--- src/design/http_response_framer_unit_assert.svh ---
// Assertion macros for the HTTP response framer.
// Uses the clk and rst_n signals of the module that includes this header.
`ifndef HTTP_RESPONSE_FRAMER_UNIT_ASSERT_SVH
`define HTTP_RESPONSE_FRAMER_UNIT_ASSERT_SVH

// The consequent must hold in the same cycle as the antecedent.
`define HRF_ASSERT_SAME(label, ante, cons) \
    label: assert property (@(posedge clk) disable iff (!rst_n) (ante) |-> (cons)) \
        else $error("framer assertion failed: same-cycle implication");

// The consequent must hold in the cycle after the antecedent.
`define HRF_ASSERT_NEXT(label, ante, cons) \
    label: assert property (@(posedge clk) disable iff (!rst_n) (ante) |=> (cons)) \
        else $error("framer assertion failed: next-cycle implication");

`endif

--- src/design/hrf_pkg.sv ---
// Package for the HTTP response framer: widths, characters and the result record.
// Has no dependencies; used by the channel interfaces and the top level.
`default_nettype none

package hrf_pkg;

    localparam int LENGTH_BITS = 32;
    localparam int COUNT_BITS  = 32;
    localparam int OUT_BITS    = 32;
    localparam int NAME_LEN    = 14;
    localparam int POS_BITS    = $clog2(NAME_LEN + 1);
    localparam int CMP_BITS    = (LENGTH_BITS > COUNT_BITS) ? LENGTH_BITS : COUNT_BITS;

    localparam logic [7:0] CHAR_CR    = 8'h0D;
    localparam logic [7:0] CHAR_LF    = 8'h0A;
    localparam logic [7:0] CHAR_TAB   = 8'h09;
    localparam logic [7:0] CHAR_VT    = 8'h0B;
    localparam logic [7:0] CHAR_FF    = 8'h0C;
    localparam logic [7:0] CHAR_SPACE = 8'h20;
    localparam logic [7:0] CHAR_COLON = 8'h3A;
    localparam logic [7:0] CHAR_PLUS  = 8'h2B;
    localparam logic [7:0] CHAR_MINUS = 8'h2D;
    localparam logic [7:0] CHAR_ZERO  = 8'h30;
    localparam logic [7:0] CHAR_NINE  = 8'h39;
    localparam logic [7:0] CHAR_UPPER_A = 8'h41;
    localparam logic [7:0] CHAR_UPPER_Z = 8'h5A;
    localparam logic [7:0] CASE_OFFSET  = 8'h20;

    typedef logic [POS_BITS-1:0] name_pos_t;

    typedef struct packed {
        logic [7:0]          out_byte;
        logic                byte_class;
        logic                header_done;
        logic                length_known;
        logic                length_negative;
        logic [OUT_BITS-1:0] content_length;
        logic [OUT_BITS-1:0] body_count;
        logic                complete;
        logic                unterminated;
        logic                last;
    } result_t;

    // Lower-case letters of the field name being searched for.
    function automatic logic [7:0] name_char(input name_pos_t pos);
        logic [7:0] ch;
        unique case (pos)
            4'd0:    ch = "c";
            4'd1:    ch = "o";
            4'd2:    ch = "n";
            4'd3:    ch = "t";
            4'd4:    ch = "e";
            4'd5:    ch = "n";
            4'd6:    ch = "t";
            4'd7:    ch = "-";
            4'd8:    ch = "l";
            4'd9:    ch = "e";
            4'd10:   ch = "n";
            4'd11:   ch = "g";
            4'd12:   ch = "t";
            4'd13:   ch = "h";
            default: ch = 8'h00;
        endcase
        return ch;
    endfunction

endpackage

`default_nettype wire

--- src/design/hrf_in_if.sv ---
// Input channel of the framer: one stream byte and its end-of-stream mark per beat.
// Depends on hrf_pkg.
`default_nettype none

interface hrf_in_if;
    import hrf_pkg::*;

    logic       valid;
    logic       ready;
    logic [7:0] in_byte;
    logic       end_of_stream;

    modport source (output valid, output in_byte, output end_of_stream, input ready);
    modport sink   (input valid, input in_byte, input end_of_stream, output ready);
endinterface

`default_nettype wire

--- src/design/hrf_out_if.sv ---
// Output channel of the framer: the passed byte and its framing status per beat.
// Depends on hrf_pkg.
`default_nettype none

interface hrf_out_if;
    import hrf_pkg::*;

    logic                valid;
    logic                ready;
    logic [7:0]          out_byte;
    logic                byte_class;
    logic                header_done;
    logic                length_known;
    logic                length_negative;
    logic [OUT_BITS-1:0] content_length;
    logic [OUT_BITS-1:0] body_count;
    logic                complete;
    logic                unterminated;
    logic                last;

    modport source (
        output valid, output out_byte, output byte_class, output header_done,
        output length_known, output length_negative, output content_length,
        output body_count, output complete, output unterminated, output last,
        input ready
    );
    modport sink (
        input valid, input out_byte, input byte_class, input header_done,
        input length_known, input length_negative, input content_length,
        input body_count, input complete, input unterminated, input last,
        output ready
    );
endinterface

`default_nettype wire

--- src/design/http_response_framer_unit.sv ---
// Channel   | Dir | Beat contents
// ----------+-----+------------------------------------------------------------
// rx        | in  | in_byte, end_of_stream
// tx        | out | out_byte, byte_class, header_done, length_known,
//           |     | length_negative, content_length, body_count, complete,
//           |     | unterminated, last
//
// One byte is taken per cycle while rx.ready is high; its status beat is registered
// in the output buffer and appears on tx from there. The parse state is updated in
// the cycle a byte is taken, so the terminator, name and digit logic never holds rx.
// A two-entry output buffer lets rx take one more byte while tx is stalled;
// rx.ready drops only when both entries are full.
// Reset clears all parse state and empties the output buffer.
//
// Depends on hrf_pkg, hrf_in_if, hrf_out_if and http_response_framer_unit_assert.svh.
`default_nettype none

module http_response_framer_unit (
    input  wire logic clk,
    input  wire logic rst_n,
    hrf_in_if.sink    rx,
    hrf_out_if.source tx
);
    import hrf_pkg::*;

    typedef enum logic [2:0] {
        TERM_NONE,
        TERM_CR,
        TERM_CRLF,
        TERM_CRLFCR,
        TERM_LF
    } term_t;

    typedef enum logic [1:0] {
        PHASE_IDLE,
        PHASE_SEP,
        PHASE_SIGN,
        PHASE_DIGITS
    } phase_t;

    localparam logic [LENGTH_BITS-1:0] LEN_MAX = '1;
    localparam logic [COUNT_BITS-1:0]  CNT_MAX = '1;

    term_t                  term_reg, term_next;
    logic                   header_seen_reg, header_seen_next;
    name_pos_t              name_pos_reg, name_pos_next;
    logic                   name_found_reg, name_found_next;
    phase_t                 phase_reg, phase_next;
    logic [LENGTH_BITS-1:0] length_reg, length_next;
    logic                   minus_reg, minus_next;
    logic [COUNT_BITS-1:0]  body_cnt_reg, body_cnt_next;

    result_t out_reg, skid_reg, result;
    logic    out_valid_reg, skid_valid_reg;

    logic accept;
    logic take;

    logic [7:0]             ch;
    logic [7:0]             lower;
    logic                   done;
    logic                   is_ws;
    logic                   is_digit;
    logic [LENGTH_BITS+3:0] scaled;
    name_pos_t              pos;

    assign accept   = rx.valid && rx.ready;
    assign take     = tx.valid && tx.ready;
    assign rx.ready = !skid_valid_reg;

    assign ch       = rx.in_byte;
    assign lower    = (ch >= CHAR_UPPER_A && ch <= CHAR_UPPER_Z) ? ch + CASE_OFFSET : ch;
    assign is_ws    = (ch == CHAR_SPACE) || (ch == CHAR_TAB) || (ch == CHAR_LF)
                   || (ch == CHAR_VT) || (ch == CHAR_FF) || (ch == CHAR_CR);
    assign is_digit = (ch >= CHAR_ZERO) && (ch <= CHAR_NINE);
    // Ten times the length plus the digit, wide enough to see any overflow.
    assign scaled   = ({4'b0, length_reg} << 3) + ({4'b0, length_reg} << 1)
                    + (LENGTH_BITS + 4)'(ch - CHAR_ZERO);

    always_comb
    begin
        term_next        = term_reg;
        header_seen_next = header_seen_reg;
        name_pos_next    = name_pos_reg;
        name_found_next  = name_found_reg;
        phase_next       = phase_reg;
        length_next      = length_reg;
        minus_next       = minus_reg;
        body_cnt_next    = body_cnt_reg;
        pos              = name_pos_reg;

        if (header_seen_reg)
        begin
            if (body_cnt_reg != CNT_MAX)
                body_cnt_next = body_cnt_reg + 1'b1;
        end
        else
        begin
            if (name_found_reg)
            begin
                // The value parser falls through its phases within one byte.
                if (phase_next == PHASE_SEP)
                begin
                    if (!(ch == CHAR_SPACE || ch == CHAR_TAB || ch == CHAR_COLON))
                        phase_next = PHASE_SIGN;
                end
                if (phase_next == PHASE_SIGN && phase_reg != PHASE_IDLE
                    && !(phase_reg == PHASE_SEP
                         && (ch == CHAR_SPACE || ch == CHAR_TAB || ch == CHAR_COLON)))
                begin
                    if (is_ws)
                        phase_next = PHASE_SIGN;
                    else if (ch == CHAR_PLUS || ch == CHAR_MINUS)
                    begin
                        minus_next = (ch == CHAR_MINUS);
                        phase_next = PHASE_IDLE;
                    end
                    else
                        phase_next = PHASE_DIGITS;
                end
                if (phase_next == PHASE_IDLE && phase_reg != PHASE_IDLE)
                    phase_next = PHASE_DIGITS;
                else if (phase_next == PHASE_DIGITS)
                begin
                    if (is_digit)
                    begin
                        if (scaled[LENGTH_BITS+3:LENGTH_BITS] != 4'b0)
                            length_next = LEN_MAX;
                        else
                            length_next = scaled[LENGTH_BITS-1:0];
                    end
                    else
                        phase_next = PHASE_IDLE;
                end
            end
            else
            begin
                if (pos >= name_pos_t'(NAME_LEN))
                    pos = '0;
                if (lower == name_char(pos))
                    pos = pos + 1'b1;
                else
                    pos = (lower == name_char('0)) ? name_pos_t'(1) : '0;
                if (pos == name_pos_t'(NAME_LEN))
                begin
                    name_found_next = 1'b1;
                    phase_next      = PHASE_SEP;
                    pos             = '0;
                end
                name_pos_next = pos;
            end

            priority if (ch == CHAR_CR)
                term_next = (term_reg == TERM_CRLF) ? TERM_CRLFCR : TERM_CR;
            else if (ch == CHAR_LF)
            begin
                if (term_reg == TERM_CRLF || term_reg == TERM_CRLFCR || term_reg == TERM_LF)
                begin
                    term_next        = TERM_NONE;
                    header_seen_next = 1'b1;
                end
                else
                    term_next = (term_reg == TERM_CR) ? TERM_CRLF : TERM_LF;
            end
            else
                term_next = TERM_NONE;
        end

        done = header_seen_next && name_found_next
            && !(minus_next && length_next != '0)
            && (CMP_BITS'(body_cnt_next) >= CMP_BITS'(length_next));

        result.out_byte        = ch;
        result.byte_class      = header_seen_reg;
        result.header_done     = header_seen_next;
        result.length_known    = name_found_next;
        result.length_negative = minus_next;
        result.content_length  = OUT_BITS'(length_next);
        result.body_count      = OUT_BITS'(body_cnt_next);
        result.complete        = done;
        result.unterminated    = rx.end_of_stream && !header_seen_next;
        result.last            = rx.end_of_stream;
    end

    always_ff @(posedge clk or negedge rst_n)
    begin
        if (!rst_n)
        begin
            term_reg        <= TERM_NONE;
            header_seen_reg <= 1'b0;
            name_pos_reg    <= '0;
            name_found_reg  <= 1'b0;
            phase_reg       <= PHASE_IDLE;
            length_reg      <= '0;
            minus_reg       <= 1'b0;
            body_cnt_reg    <= '0;
            out_valid_reg   <= 1'b0;
            skid_valid_reg  <= 1'b0;
            out_reg         <= '0;
            skid_reg        <= '0;
        end
        else
        begin
            if (accept)
            begin
                if (rx.end_of_stream)
                begin
                    term_reg        <= TERM_NONE;
                    header_seen_reg <= 1'b0;
                    name_pos_reg    <= '0;
                    name_found_reg  <= 1'b0;
                    phase_reg       <= PHASE_IDLE;
                    length_reg      <= '0;
                    minus_reg       <= 1'b0;
                    body_cnt_reg    <= '0;
                end
                else
                begin
                    term_reg        <= term_next;
                    header_seen_reg <= header_seen_next;
                    name_pos_reg    <= name_pos_next;
                    name_found_reg  <= name_found_next;
                    phase_reg       <= phase_next;
                    length_reg      <= length_next;
                    minus_reg       <= minus_next;
                    body_cnt_reg    <= body_cnt_next;
                end
            end

            if (!out_valid_reg || take)
            begin
                if (skid_valid_reg)
                begin
                    out_reg        <= skid_reg;
                    out_valid_reg  <= 1'b1;
                    skid_valid_reg <= 1'b0;
                end
                else
                begin
                    if (accept)
                        out_reg <= result;
                    out_valid_reg <= accept;
                end
            end
            else if (accept)
            begin
                skid_reg       <= result;
                skid_valid_reg <= 1'b1;
            end
        end
    end

    assign tx.valid           = out_valid_reg;
    assign tx.out_byte        = out_reg.out_byte;
    assign tx.byte_class      = out_reg.byte_class;
    assign tx.header_done     = out_reg.header_done;
    assign tx.length_known    = out_reg.length_known;
    assign tx.length_negative = out_reg.length_negative;
    assign tx.content_length  = out_reg.content_length;
    assign tx.body_count      = out_reg.body_count;
    assign tx.complete        = out_reg.complete;
    assign tx.unterminated    = out_reg.unterminated;
    assign tx.last            = out_reg.last;

`include "http_response_framer_unit_assert.svh"

    // The spare entry is only ever filled behind a waiting main entry.
    `HRF_ASSERT_SAME(a_skid_behind_out, skid_valid_reg, out_valid_reg)

    // Once in the body, only an end-of-stream byte returns the parser to the header.
    `HRF_ASSERT_NEXT(a_body_sticky, accept && header_seen_reg && !rx.end_of_stream,
        header_seen_reg)

    // An end-of-stream byte leaves the parser fully cleared.
    `HRF_ASSERT_NEXT(a_eos_clears, accept && rx.end_of_stream,
        !header_seen_reg && !name_found_reg && body_cnt_reg == '0 && length_reg == '0)

    // A body byte can only be reported after the header has ended.
    `HRF_ASSERT_SAME(a_body_after_header, out_valid_reg && out_reg.byte_class,
        out_reg.header_done)

endmodule

`default_nettype wire

--- src/flat_wrapper.sv ---
// flat-port wrapper written by rule: the top's interface ports become plain ports
module http_response_framer_unit_flat import hrf_pkg::*;
  (clk, rst_n, rx_valid, rx_in_byte, rx_end_of_stream, rx_ready, tx_valid, tx_out_byte, tx_byte_class, tx_header_done, tx_length_known, tx_length_negative, tx_content_length, tx_body_count, tx_complete, tx_unterminated, tx_last, tx_ready);
  hrf_in_if rx_i ();
  hrf_out_if tx_i ();
  input  wire logic clk;
  input  wire logic rst_n;
  input wire logic [$bits(rx_i.valid)-1:0] rx_valid;
  input wire logic [$bits(rx_i.in_byte)-1:0] rx_in_byte;
  input wire logic [$bits(rx_i.end_of_stream)-1:0] rx_end_of_stream;
  output wire logic [$bits(rx_i.ready)-1:0] rx_ready;
  output wire logic [$bits(tx_i.valid)-1:0] tx_valid;
  output wire logic [$bits(tx_i.out_byte)-1:0] tx_out_byte;
  output wire logic [$bits(tx_i.byte_class)-1:0] tx_byte_class;
  output wire logic [$bits(tx_i.header_done)-1:0] tx_header_done;
  output wire logic [$bits(tx_i.length_known)-1:0] tx_length_known;
  output wire logic [$bits(tx_i.length_negative)-1:0] tx_length_negative;
  output wire logic [$bits(tx_i.content_length)-1:0] tx_content_length;
  output wire logic [$bits(tx_i.body_count)-1:0] tx_body_count;
  output wire logic [$bits(tx_i.complete)-1:0] tx_complete;
  output wire logic [$bits(tx_i.unterminated)-1:0] tx_unterminated;
  output wire logic [$bits(tx_i.last)-1:0] tx_last;
  input wire logic [$bits(tx_i.ready)-1:0] tx_ready;
  assign rx_i.valid = rx_valid;
  assign rx_i.in_byte = rx_in_byte;
  assign rx_i.end_of_stream = rx_end_of_stream;
  assign rx_ready = rx_i.ready;
  assign tx_valid = tx_i.valid;
  assign tx_out_byte = tx_i.out_byte;
  assign tx_byte_class = tx_i.byte_class;
  assign tx_header_done = tx_i.header_done;
  assign tx_length_known = tx_i.length_known;
  assign tx_length_negative = tx_i.length_negative;
  assign tx_content_length = tx_i.content_length;
  assign tx_body_count = tx_i.body_count;
  assign tx_complete = tx_i.complete;
  assign tx_unterminated = tx_i.unterminated;
  assign tx_last = tx_i.last;
  assign tx_i.ready = tx_ready;
  http_response_framer_unit u_core (.clk(clk), .rst_n(rst_n), .rx(rx_i), .tx(tx_i));
endmodule
--- config.mk ---
export PLATFORM = sky130hd
export DESIGN_NAME = http_response_framer_unit_flat
export DESIGN_NICKNAME = d
export VERILOG_FILES = /design/src/design/hrf_pkg.sv /design/src/design/hrf_in_if.sv /design/src/design/hrf_out_if.sv /design/src/design/http_response_framer_unit.sv /design/src/flat_wrapper.sv
export VERILOG_INCLUDE_DIRS = /design/src /design/src/design
export SDC_FILE = /design/constraint.sdc
export NUM_CORES = 1
export LEC_CHECK = 0
export BUFFER_PORTS_ARGS = -buffer_cell sky130_fd_sc_hd__buf_2
export CAP_MARGIN = 20
export CORE_MARGIN = 2
export CORE_UTILIZATION = 51
export CTS_BUF_LIST = sky130_fd_sc_hd__clkbuf_8
export DETAILED_ROUTE_END_ITERATION = 8
export PLACE_DENSITY = 0.74
export SLEW_MARGIN = 20
export SYNTH_ARGS = -nofsm -noshare
export SYNTH_HDL_FRONTEND = slang
export SYNTH_SLANG_ARGS = --single-unit
--- constraint.sdc ---
create_clock -name clk -period 8.7 [get_ports clk]
set_input_delay 1.305 -clock clk [delete_from_list [all_inputs] [get_ports clk]]
set_output_delay 1.305 -clock clk [all_outputs]
set_load 0.1 [all_outputs]
# Word level (Yosys, flattened, before mapping)
# Memory sizes are Yosys's and may differ from the RTL's.
# Index checks and enable logic that the tools add are counted.
[op_classes]
n_addsub = 6
magnitude_cmp = 6
eq_ne = 22
muxes = 67
n_bitwise = 1
n_reduce_logical = 40
[ops]
columns = ["operator", "n"]
rows = [
  ["$mux 32", 10],
  ["$mux 79", 2],
  ["$eq 8x4->1 const B", 5],
  ["$mux 4", 10],
  ["$add 35x33->36", 1],
  ["$add 36x36->36", 1],
  ["$mux 2", 17],
  ["$add 32x1->32 const B", 1],
  ["$eq 8x6->1 const B", 4],
  ["$ge 32x32->1", 1],
  ["$ne 32x32->1 const B", 1],
  ["$reduce_bool 32->1", 1],
  ["$mux 8", 3],
  ["$mux 1", 19],
  ["$mux 3", 6],
  ["$logic_and 1x1->1", 13],
  ["$logic_or 1x1->1", 10],
  ["$sub 8x6->9 const B", 1],
  ["$add 8x6->8 const B", 1],
  ["$eq 8x7->1 const B", 1],
  ["$eq 8x8->1", 1],
  ["$ge 8x6->1 const B", 1],
  ["$ge 8x7->1 const B", 1],
  ["$le 8x6->1 const B", 1],
  ["other kinds (18)", 30],
]
[word_totals]
regBits = 236
rom_bits = 112
elab_cells = 173
memories = 1
[mem_list]
columns = ["name", "words", "word_bits", "read_ports", "rd_clocked_by_memory_dff", "wr", "line_no", "text"]
rows = [
  ["(name not given)", 16, 7, 1, 0, 0, "hrf_pkg.sv:47", "unique case (pos)"],
]

# Depth between registers and ports, before layout
# Gate-level depths: netlist of the first run.
[depth]
word_depth = 25
mapped_depth = 32
mapped_depth_nobuf = 28

# Worst setup path before layout of the first run
# No wires, ideal clock.
[synth_path]
kind = "input -> register"
startpoint = "in rx_in_byte[7]"
endpoint = "reg u_core.skid_reg[2] in the netlist's numbering"
setup_ps = 119
arrival_time_ps = 7812
slack_ps = 769
path_stages = 28
path_buffers = 3
path_cell_list = "clkbuf_1 or3_1 inv_1 fa_1 ha_1 buf_6 a211oi_2 o311ai_1 a22oi_2 o211ai_2 o31a_1 a222oi_1 nand2_2 clkbuf_1 o21ai_0 o21ai_0 ha_1 nand2b_1 a21o_1 a21o_1 a21o_1 a211oi_1 o21a_1 o41ai_1 a221oi_1 nor3_1 mux2_2 o21a_1"
[synth_between]
elab_chain_len = 23
[synth_lines]
columns = ["element", "line_no", "text"]
rows = [
  ["start: declaration", "flat_wrapper.sv:9", "input wire logic [$bits(rx_i.in_byte)-1:0] rx_in_byte;"],
  ["parallel branches: the longest is 15 deep, another holds $add 36x36->36", "--", ""],
  ["$mux 32 (*)", "http_response_framer_unit.sv:121", "if (phase_next == PHASE_IDLE && phase_reg != PHASE_IDLE)"],
  ["$mux 32 (*)", "http_response_framer_unit.sv:99", "if (name_found_reg)"],
  ["$mux 32 (*)", "http_response_framer_unit.sv:92", "if (header_seen_reg)"],
  ["via u_core.length_next[0]", "http_response_framer_unit.sv:49", "logic [LENGTH_BITS-1:0] length_reg, length_next;"],
  ["parallel branches: the longest is 4 deep, another holds $ge 32x32->1", "--", ""],
  ["$logic_and 1x1->1 (*)", "http_response_framer_unit.sv:171", "&& (CMP_BITS'(body_cnt_next) >= CMP_BITS'(length_next));"],
  ["end signal: assignment", "http_response_framer_unit.sv:247", "skid_reg <= result;"],
  ["end: declaration", "http_response_framer_unit.sv:53", "result_t out_reg, skid_reg, result;"],
]
# Mark *: on every way through the listed nets, which the timed path passes. The select of a mux whose other input is x is not followed.
# A chain may end at the register's enable or synchronous reset.

# Worst setup path after layout of the first run
[layout_path]
startpoint = "in rx_in_byte[5]"
endpoint = "reg u_core.out_reg, in the netlist u_core.tx.complete"
[layout_between]
elab_chain_len = 25
[layout_lines]
columns = ["element", "line_no", "text"]
rows = [
  ["parallel branches: the longest is 22 deep, another holds $add 36x36->36", "--", ""],
  ["$logic_and 1x1->1 (*)", "http_response_framer_unit.sv:171", ""],
  ["$mux 79 (*)", "http_response_framer_unit.sv:240", "if (accept)"],
  ["$mux 79 (*)", "http_response_framer_unit.sv:232", "if (skid_valid_reg)"],
  ["end signal: assignment", "http_response_framer_unit.sv:234", "out_reg <= skid_reg;"],
  ["end signal: assignment", "http_response_framer_unit.sv:241", "out_reg <= result;"],
  ["end: declaration", "http_response_framer_unit.sv:53", ""],
]
# Every way passes the cells marked *. The select of a mux whose other input is x is not followed.

==> key figures, run 1 <==
Synth
  • Yosys synthesis warning count: 0
  • Post-synthesis area per instance: 8.59 sq um
  • Library cell with the highest instance count after synthesis: nand2_1
  • Post-synth top cells: nand2_1, dfrtp_1, o21ai_0
  • Synth top area cells: dfrtp_1, nand2_1, o21ai_0
  • Synthesized Nets: 1868
  • Top cell type's share of synthesized area: 0.394
  • Combined area of all synthesized cells: 15000 sq um
  • Cell type with the largest total area after synthesis: dfrtp_1
  • Proportion of synthesized chip area in sequential cells: 0.394
  • Post-synth top flop: dfrtp_1
  • Synth Register Bits: 236
  • Cells after Synth: 1743
  • Share of synthesized flip-flops with an asynchronous set or reset: 1.00
  • Unique cell type count in the Yosys netlist: 80
  • Number of flops mapped to enable cells by yosys: 0

CTS
  • TritonCTS Buffers: 39
  • Clock latency reported for the late side of the worst-skew pair: 0.54 ns
  • Root Driver: clkbuf_8
  • Number of buffers inserted to repair setup after CTS: 0
  • TritonCTS clock tree: yes
  • Maximum number of buffers from clock root to sink: 3
  • Number of clock sinks seen by CTS: 236
  • Clk slew on worst S/H paths: 0.07 ns
  • Number of buffers inserted for hold repair after clock tree synthesis: 0
  • Number of instances resized during post-cts repair: 0
  • Level count of the clock H-tree: 2

Critical path
  • Count of buffering cells on the critical path with inverters included: 4
  • Crit-path slowest cell: o41ai_1
  • Critical Path Source Type: primary input
  • Highest net fanout along the worst path: 25
  • Type of the worst setup path: in2reg
  • Critical path arrival: 8.39 ns
  • Family of cells with the greatest summed delay on the critical path: compound AO/OA/AOI/OAI gates
  • Crit. End Element: flip-flop
  • Required time of the worst setup path: 9.18 ns
  • Maximum single-stage delay on the critical path: 0.63 ns
  • Most Frequent Cell on Critical Path: ha_1

Route
  • Total length of routed wires: 42700 microns
  • Per-cell routed wire length: 19.4 microns
  • Post-detailed-route via-to-cell ratio: 5.98
  • Residual DRC count: 0
  • Detailed Route Iter0 Violations: 1251
  • Post-route ant nets: 0
  • TritonRoute pass-1 iters: 6
  • Vias post-DR: 13200

Timing
  • Number of failing hold endpoints at the final stage: 0
  • Crit path time final: 7.92 ns
  • Setup TNS Final: 0 ns
  • Number of pins with negative max-slew slack in the final report: 0
  • Post-Route Skew: 0.0204 ns
  • Worst path setup slack after routing: 0.784 ns
  • Relative max-transition margin: 0.340
  • RSZ-0062 raised after global routing: false
  • Least-Margin Pin Slew: 0.981 ns
  • Highest Clock Rate: 126 MHz
  • Fraction of the cycle the final worst path needs: 0.910
  • Setup Viol. Count Final: 0

Global routing
  • Number of antenna violations at the first check in global routing: 1
  • Global routing usage summed across all routing layers: 0.278
  • Wire length of the first global-routing pass: 68100 microns
  • Total gr overflow: 0
  • Largest net degree at the start of global routing: 111
  • Number of global-route vias before repair: 12400

Final layout
  • Number of standard cells in the layout, taps in and fillers out: 2204
  • P&R area growth vs syn: 10.0%
  • Post-layout util: 0.572
  • FILL cells: 2601
  • Flip-flop count of the largest register after layout: 79
  • Share of layout cells above drive strength 1: 0.116
  • Final #Nets: 1917

Floorplanning
  • Die Area: 30700 sq um
  • Initial core utilization: 0.520
  • Die boundary width: 175 microns
  • Top-level I/O count: 94
  • Die Y-Extent: 175 microns
  • Cell row count: 62
  • Placeable core area: 28800 sq um

Power
  • Max IR drop VDD: 0.155 mV
  • Pwr Density: 152 nW/um^2
  • Leakage power summed over all cells: 7.93 nW
  • Overall power: 2.50 mW

Status
  • Status: finished clean

Placed design
  • Final HPWL DP: 31000 microns
  • Buffers added on ports: 93
  • Placer congestion estimate: 0.970
  • Post-placement cell count: 2135
  • Minimum setup slack after placement: 0.386 ns

Flow run
  • MaxCap Viol Count: 0

Min path
  • Classification of the worst-slack hold path: reg2reg
[worst min-delay path, delay by kind of cell, from the launching register on]
family | cells | cell delay, ns
and+or+nand+nor | 1 | 0.04
AOI/OAI and AO/OA | 1 | 0.05
DFF | 1 | 0.34
[metrics by stage]
stage	instance area (sq um)	hold WS, ns
after global routing	16500	0.495
final	16500	0.470
after floorplan	15000	0.441
after CTS	16500	0.474
after global placement	15700	0.453
after detailed placement	15700	0.459
[metal layers]
metal  global-route usage  vias up  wire, microns
li1                     -     6229              -
met1                0.396     6336          19100
met2                0.429      528          19100
met3               0.0457       89           3050
met4                0.100        0           1490
met5                    0        -              0
[report_power, final]
group	internal, mW	switching (mW)	leakage [nW]	total [mW]
sequential	1.13	0.0210	3.24	1.15
combinational	0.0741	0.320	4.27	0.394
clock	0.500	0.458	0.428	0.958
total	1.70	0.799	7.93	2.50
[area by class of cell]
cell class	count	area, sq um	area share
clock buffer	48	661	0.0401
antenna	1	2.50	0.000152
tap	384	480	0.0292
inverter	74	278	0.0169
clock inverter	20	97.6	0.00592
multi-input combinational	1324	8380	0.509
sequential	236	5910	0.359
timing repair buffer	117	668	0.0406
[final timing paths]
path / start / slack (ns) / endpoint / cells past startpoint
max in group asynchronous: rst_n / 6.38 / u_core.length_reg[15] / 2
worst max register to register: u_core.length_reg[27] / 2.10 / u_core.tx.complete / 23
worst max-delay path: rx_in_byte[5] / 0.78 / u_core.tx.complete / 26
worst min-delay path: u_core.tx.unterminated / 0.47 / u_core.tx.unterminated / 2
min in group asynchronous: rst_n / 0.82 / u_core.skid_reg[76] / 1
worst min register to register: u_core.tx.unterminated / 0.47 / u_core.tx.unterminated / 2
[layout by cell type (no fill, tap or decap), types with 11 or more instances in the layout]
cell | synthesis | layout
mux2i_1 | 23 | 23
xnor2_1 | 34 | 34
nand4_1 | 25 | 25
ha_1 | 81 | 81
nand2_1 | 316 | 316
a31oi_1 | 15 | 14
nand3_1 | 33 | 33
fa_1 | 31 | 31
nor2_1 | 105 | 104
buf_2 | 6 | 92
dfrtp_1 | 236 | 235
inv_1 | 74 | 85
xor2_1 | 32 | 32
o22ai_1 | 15 | 15
o211ai_1 | 25 | 25
a21o_1 | 24 | 24
mux2_2 | 12 | 12
nor3_1 | 15 | 15
or3_1 | 11 | 11
o21ai_0 | 234 | 234
buf_4 | 0 | 23
clkbuf_8 | 0 | 48
a21oi_1 | 104 | 104
o21a_1 | 22 | 22
[cells by family after synthesis]
kind of cell | synth area share
and+or+nand+nor | 0.178
DFF | 0.394
buffers and inverters | 0.0479
AOI/OAI and AO/OA | 0.207
adders and majority gates | 0.109
muxes | 0.0244
xor gates and xnor gates | 0.0386
No activity file was read; power rests on OpenSTA's default activity.
==> run 2, diff against run 1 <==
--- a/config.mk
+++ b/config.mk
@@ -9,10 +9,11 @@
 export BUFFER_PORTS_ARGS = -buffer_cell sky130_fd_sc_hd__buf_2
 export CAP_MARGIN = 20
 export CORE_MARGIN = 2
-export CORE_UTILIZATION = 51
+export CORE_UTILIZATION = 46
 export CTS_BUF_LIST = sky130_fd_sc_hd__clkbuf_8
 export DETAILED_ROUTE_END_ITERATION = 8
-export PLACE_DENSITY = 0.74
+export PLACE_DENSITY = 0.68
+export REMOVE_ABC_BUFFERS = 1
 export SLEW_MARGIN = 20
 export SYNTH_ARGS = -nofsm -noshare
 export SYNTH_HDL_FRONTEND = slang
==> constraint.sdc (replaced) <==
create_clock -name clk -period 8.6 [get_ports clk]
set_input_delay 1.29 -clock clk [delete_from_list [all_inputs] [get_ports clk]]
set_output_delay 1.29 -clock clk [all_outputs]
set_load 0.1 [all_outputs]
==> key figures, run 2 (same netlist as run 1, synthesis figures left out) <==
Status
  • Status: finished clean

Timing
  • Number of failing hold endpoints at the final stage: 0 (unchanged)
  • Fraction of the cycle the final worst path needs: 0.924
  • Relative max-transition margin: 0.262 (-0.0776)
  • Highest Clock Rate: 126 MHz
  • Least-Margin Pin Slew: 1.10 ns (+0.123 ns)
  • Number of pins with negative max-slew slack in the final report: 0 (unchanged)
  • Setup TNS Final: 0 ns (unchanged)
  • Setup Viol. Count Final: 0 (unchanged)
  • Post-Route Skew: 0.0437 ns (+0.0232 ns)
  • Worst path setup slack after routing: 0.649 ns (-0.134 ns)
  • RSZ-0062 raised after global routing: false
  • Crit path time final: 7.95 ns

Route
  • Post-detailed-route via-to-cell ratio: 5.76 (-3.6%)
  • Vias post-DR: 13100 (-0.80%)
  • Total length of routed wires: 41800 microns (-2.1%)
  • Detailed Route Iter0 Violations: 1268 (+1.4%)
  • TritonRoute pass-1 iters: 6 (unchanged)
  • Per-cell routed wire length: 18.4 microns (-4.9%)
  • Post-route ant nets: 0 (unchanged)
  • Residual DRC count: 0 (unchanged)

Placed design
  • Minimum setup slack after placement: 0.178 ns (-0.208 ns)
  • Buffers added on ports: 93 (unchanged)
  • Placer congestion estimate: 0.949 (-2.2%)
  • Final HPWL DP: 29900 microns (-3.5%)

Final layout
  • Leading cell type in the layout, fill and taps excluded: nand2_1
  • Commonest cells after routing, fill and taps aside: nand2_1, dfrtp_1, o21ai_0, nor2_1, a21oi_1
  • Flip-flop count of the largest register after layout: 79 (unchanged)
  • Final #Nets: 1926 (+0.47%)
  • Share of layout cells above drive strength 1: 0.119 (+0.00278)
  • P&R area growth vs syn: 11.4%
  • Antenna diodes: 0 (-1)

Critical path
  • Highest net fanout along the worst path: 14 (-44%)
  • Critical path arrival: 8.38 ns (about the same)
  • Critical Path Source Type: primary input
  • Type of the worst setup path: in2reg
  • Required time of the worst setup path: 9.03 ns (-0.15 ns)
  • Crit. End Element: flip-flop

Global routing
  • Number of antenna violations at the first check in global routing: 0 (-1)
  • Wire length of the first global-routing pass: 67500 microns (-0.87%)
  • Global routing usage summed across all routing layers: 0.248 (-0.0299)
  • Largest net degree at the start of global routing: 111 (unchanged)
  • Total gr overflow: 0 (unchanged)
  • Number of global-route vias before repair: 12500 (+1.0%)

CTS
  • TritonCTS Buffers: 40 (+2.6%)
  • Root Driver: clkbuf_8
  • TritonCTS clock tree: yes
  • Number of instances resized during post-cts repair: 0 (unchanged)
  • Maximum number of buffers from clock root to sink: 3 (unchanged)
  • Clock latency reported for the late side of the worst-skew pair: 0.55 ns (about the same)
  • Number of buffers inserted to repair setup after CTS: 0 (unchanged)
  • Level count of the clock H-tree: 2 (unchanged)
  • Clk slew on worst S/H paths: 0.06 ns (about the same)
  • Number of buffers inserted for hold repair after clock tree synthesis: 0 (unchanged)
  • Number of clock sinks seen by CTS: 236 (unchanged)

Power
  • Leakage power summed over all cells: 8.02 nW (+1.1%)
  • Max IR drop VDD: 0.123 mV (-21%)
  • Pwr Density: 158 nW/um^2 (+4.3%)

Floorplanning
  • Die Area: 34000 sq um (+11%)
  • Top-level I/O count: 94 (unchanged)
  • Die Y-Extent: 184 microns (+5.2%)
  • Cell row count: 66 (+6.5%)
  • Die boundary width: 184 microns (+5.2%)
  • Placeable core area: 32300 sq um (+12%)
  • Initial core utilization: 0.464 (-0.0565)

Flow run
  • MaxCap Viol Count: 0 (unchanged)

Min path
  • Classification of the worst-slack hold path: reg2reg
## run 2: final timing paths
check	start	endpoint	slack, ns	cells past startpoint
max in group asynchronous	rst_n	u_core.skid_valid_reg	6.28	2
worst min-delay path	u_core.tx.body_count[18]	u_core.tx.body_count[18]	0.47	2
worst max register to register	u_core.length_reg[27]	u_core.skid_reg[2]	1.86	25
worst max-delay path	rx_in_byte[5]	u_core.skid_reg[2]	0.65	28
worst min register to register	u_core.tx.body_count[18]	u_core.tx.body_count[18]	0.47	2
min in group asynchronous	rst_n	u_core.skid_reg[77]	0.77	1
## run 2: cell type report
| cell class | count | area, sq um |
|---|---|---|
| Multi-Input combinational cell | 1324 | 8380 |
| Clock buffer | 50 | 688 |
| Clock inverter | 18 | 155 |
| Tap cell | 442 | 553 |
| Timing Repair Buffer | 125 | 716 |
| Inverter | 74 | 278 |
| Sequential cell | 236 | 5910 |
| Fill cell | 3011 | 15600 |
## run 2: stage by stage
| stage | utilization | instances | power [mW] | hold slack [ns] | area, sq um |
|---|---|---|---|---|---|
| finish | 0.517 | 2269 | 2.64 | 0.471 | 16700 |
| global route | 0.517 | 2269 | 2.74 | 0.489 | 16700 |
| CTS | 0.517 | 2269 | 2.67 | 0.478 | 16700 |
| detailed placement | 0.491 | 2201 | 1.58 | 0.463 | 15800 |
| global placement | 0.491 | 2201 | 1.58 | 0.454 | 15800 |
| floorplan | - | 1634 | 1.46 | 0.441 | 14500 |
## run 2: layer usage
metal,vias up,routed length [microns],track usage
met5,-,0,0
met4,0,1040,0.0710
met3,76,2470,0.0334
met2,458,19200,0.404
met1,6328,19000,0.346
li1,6215,-,-
## run 2: worst max-delay path: stages
cell and delay (ns):
buf_2 0.16, ha_1 0.25, or3_1 0.48, inv_1 0.13, buf_4 0.27, fa_1 0.46
ha_1 0.43, a21oi_2 0.19, o21ai_1 0.12, a311oi_2 0.34, o211ai_1 0.16, o31a_1 0.27
a222oi_1 0.67, nand2_2 0.22, o21ai_0 0.21, o21ai_0 0.23, ha_1 0.36, nand2b_1 0.15
a21o_1 0.18, a21o_1 0.17, a21o_1 0.17, a211oi_1 0.24, o21a_1 0.20, o41ai_1 0.10
a221oi_1 0.40, nor3_1 0.13, mux2_2 0.31, o21a_1 0.10
## run 2: power by group
group / switching [mW] / leakage (nW) / internal [mW] / total (mW)
Sequential: 0.0214 / 3.24 / 1.14 / 1.16
Combinational: 0.326 / 4.31 / 0.0762 / 0.402
Clock: 0.467 / 0.476 / 0.612 / 1.08
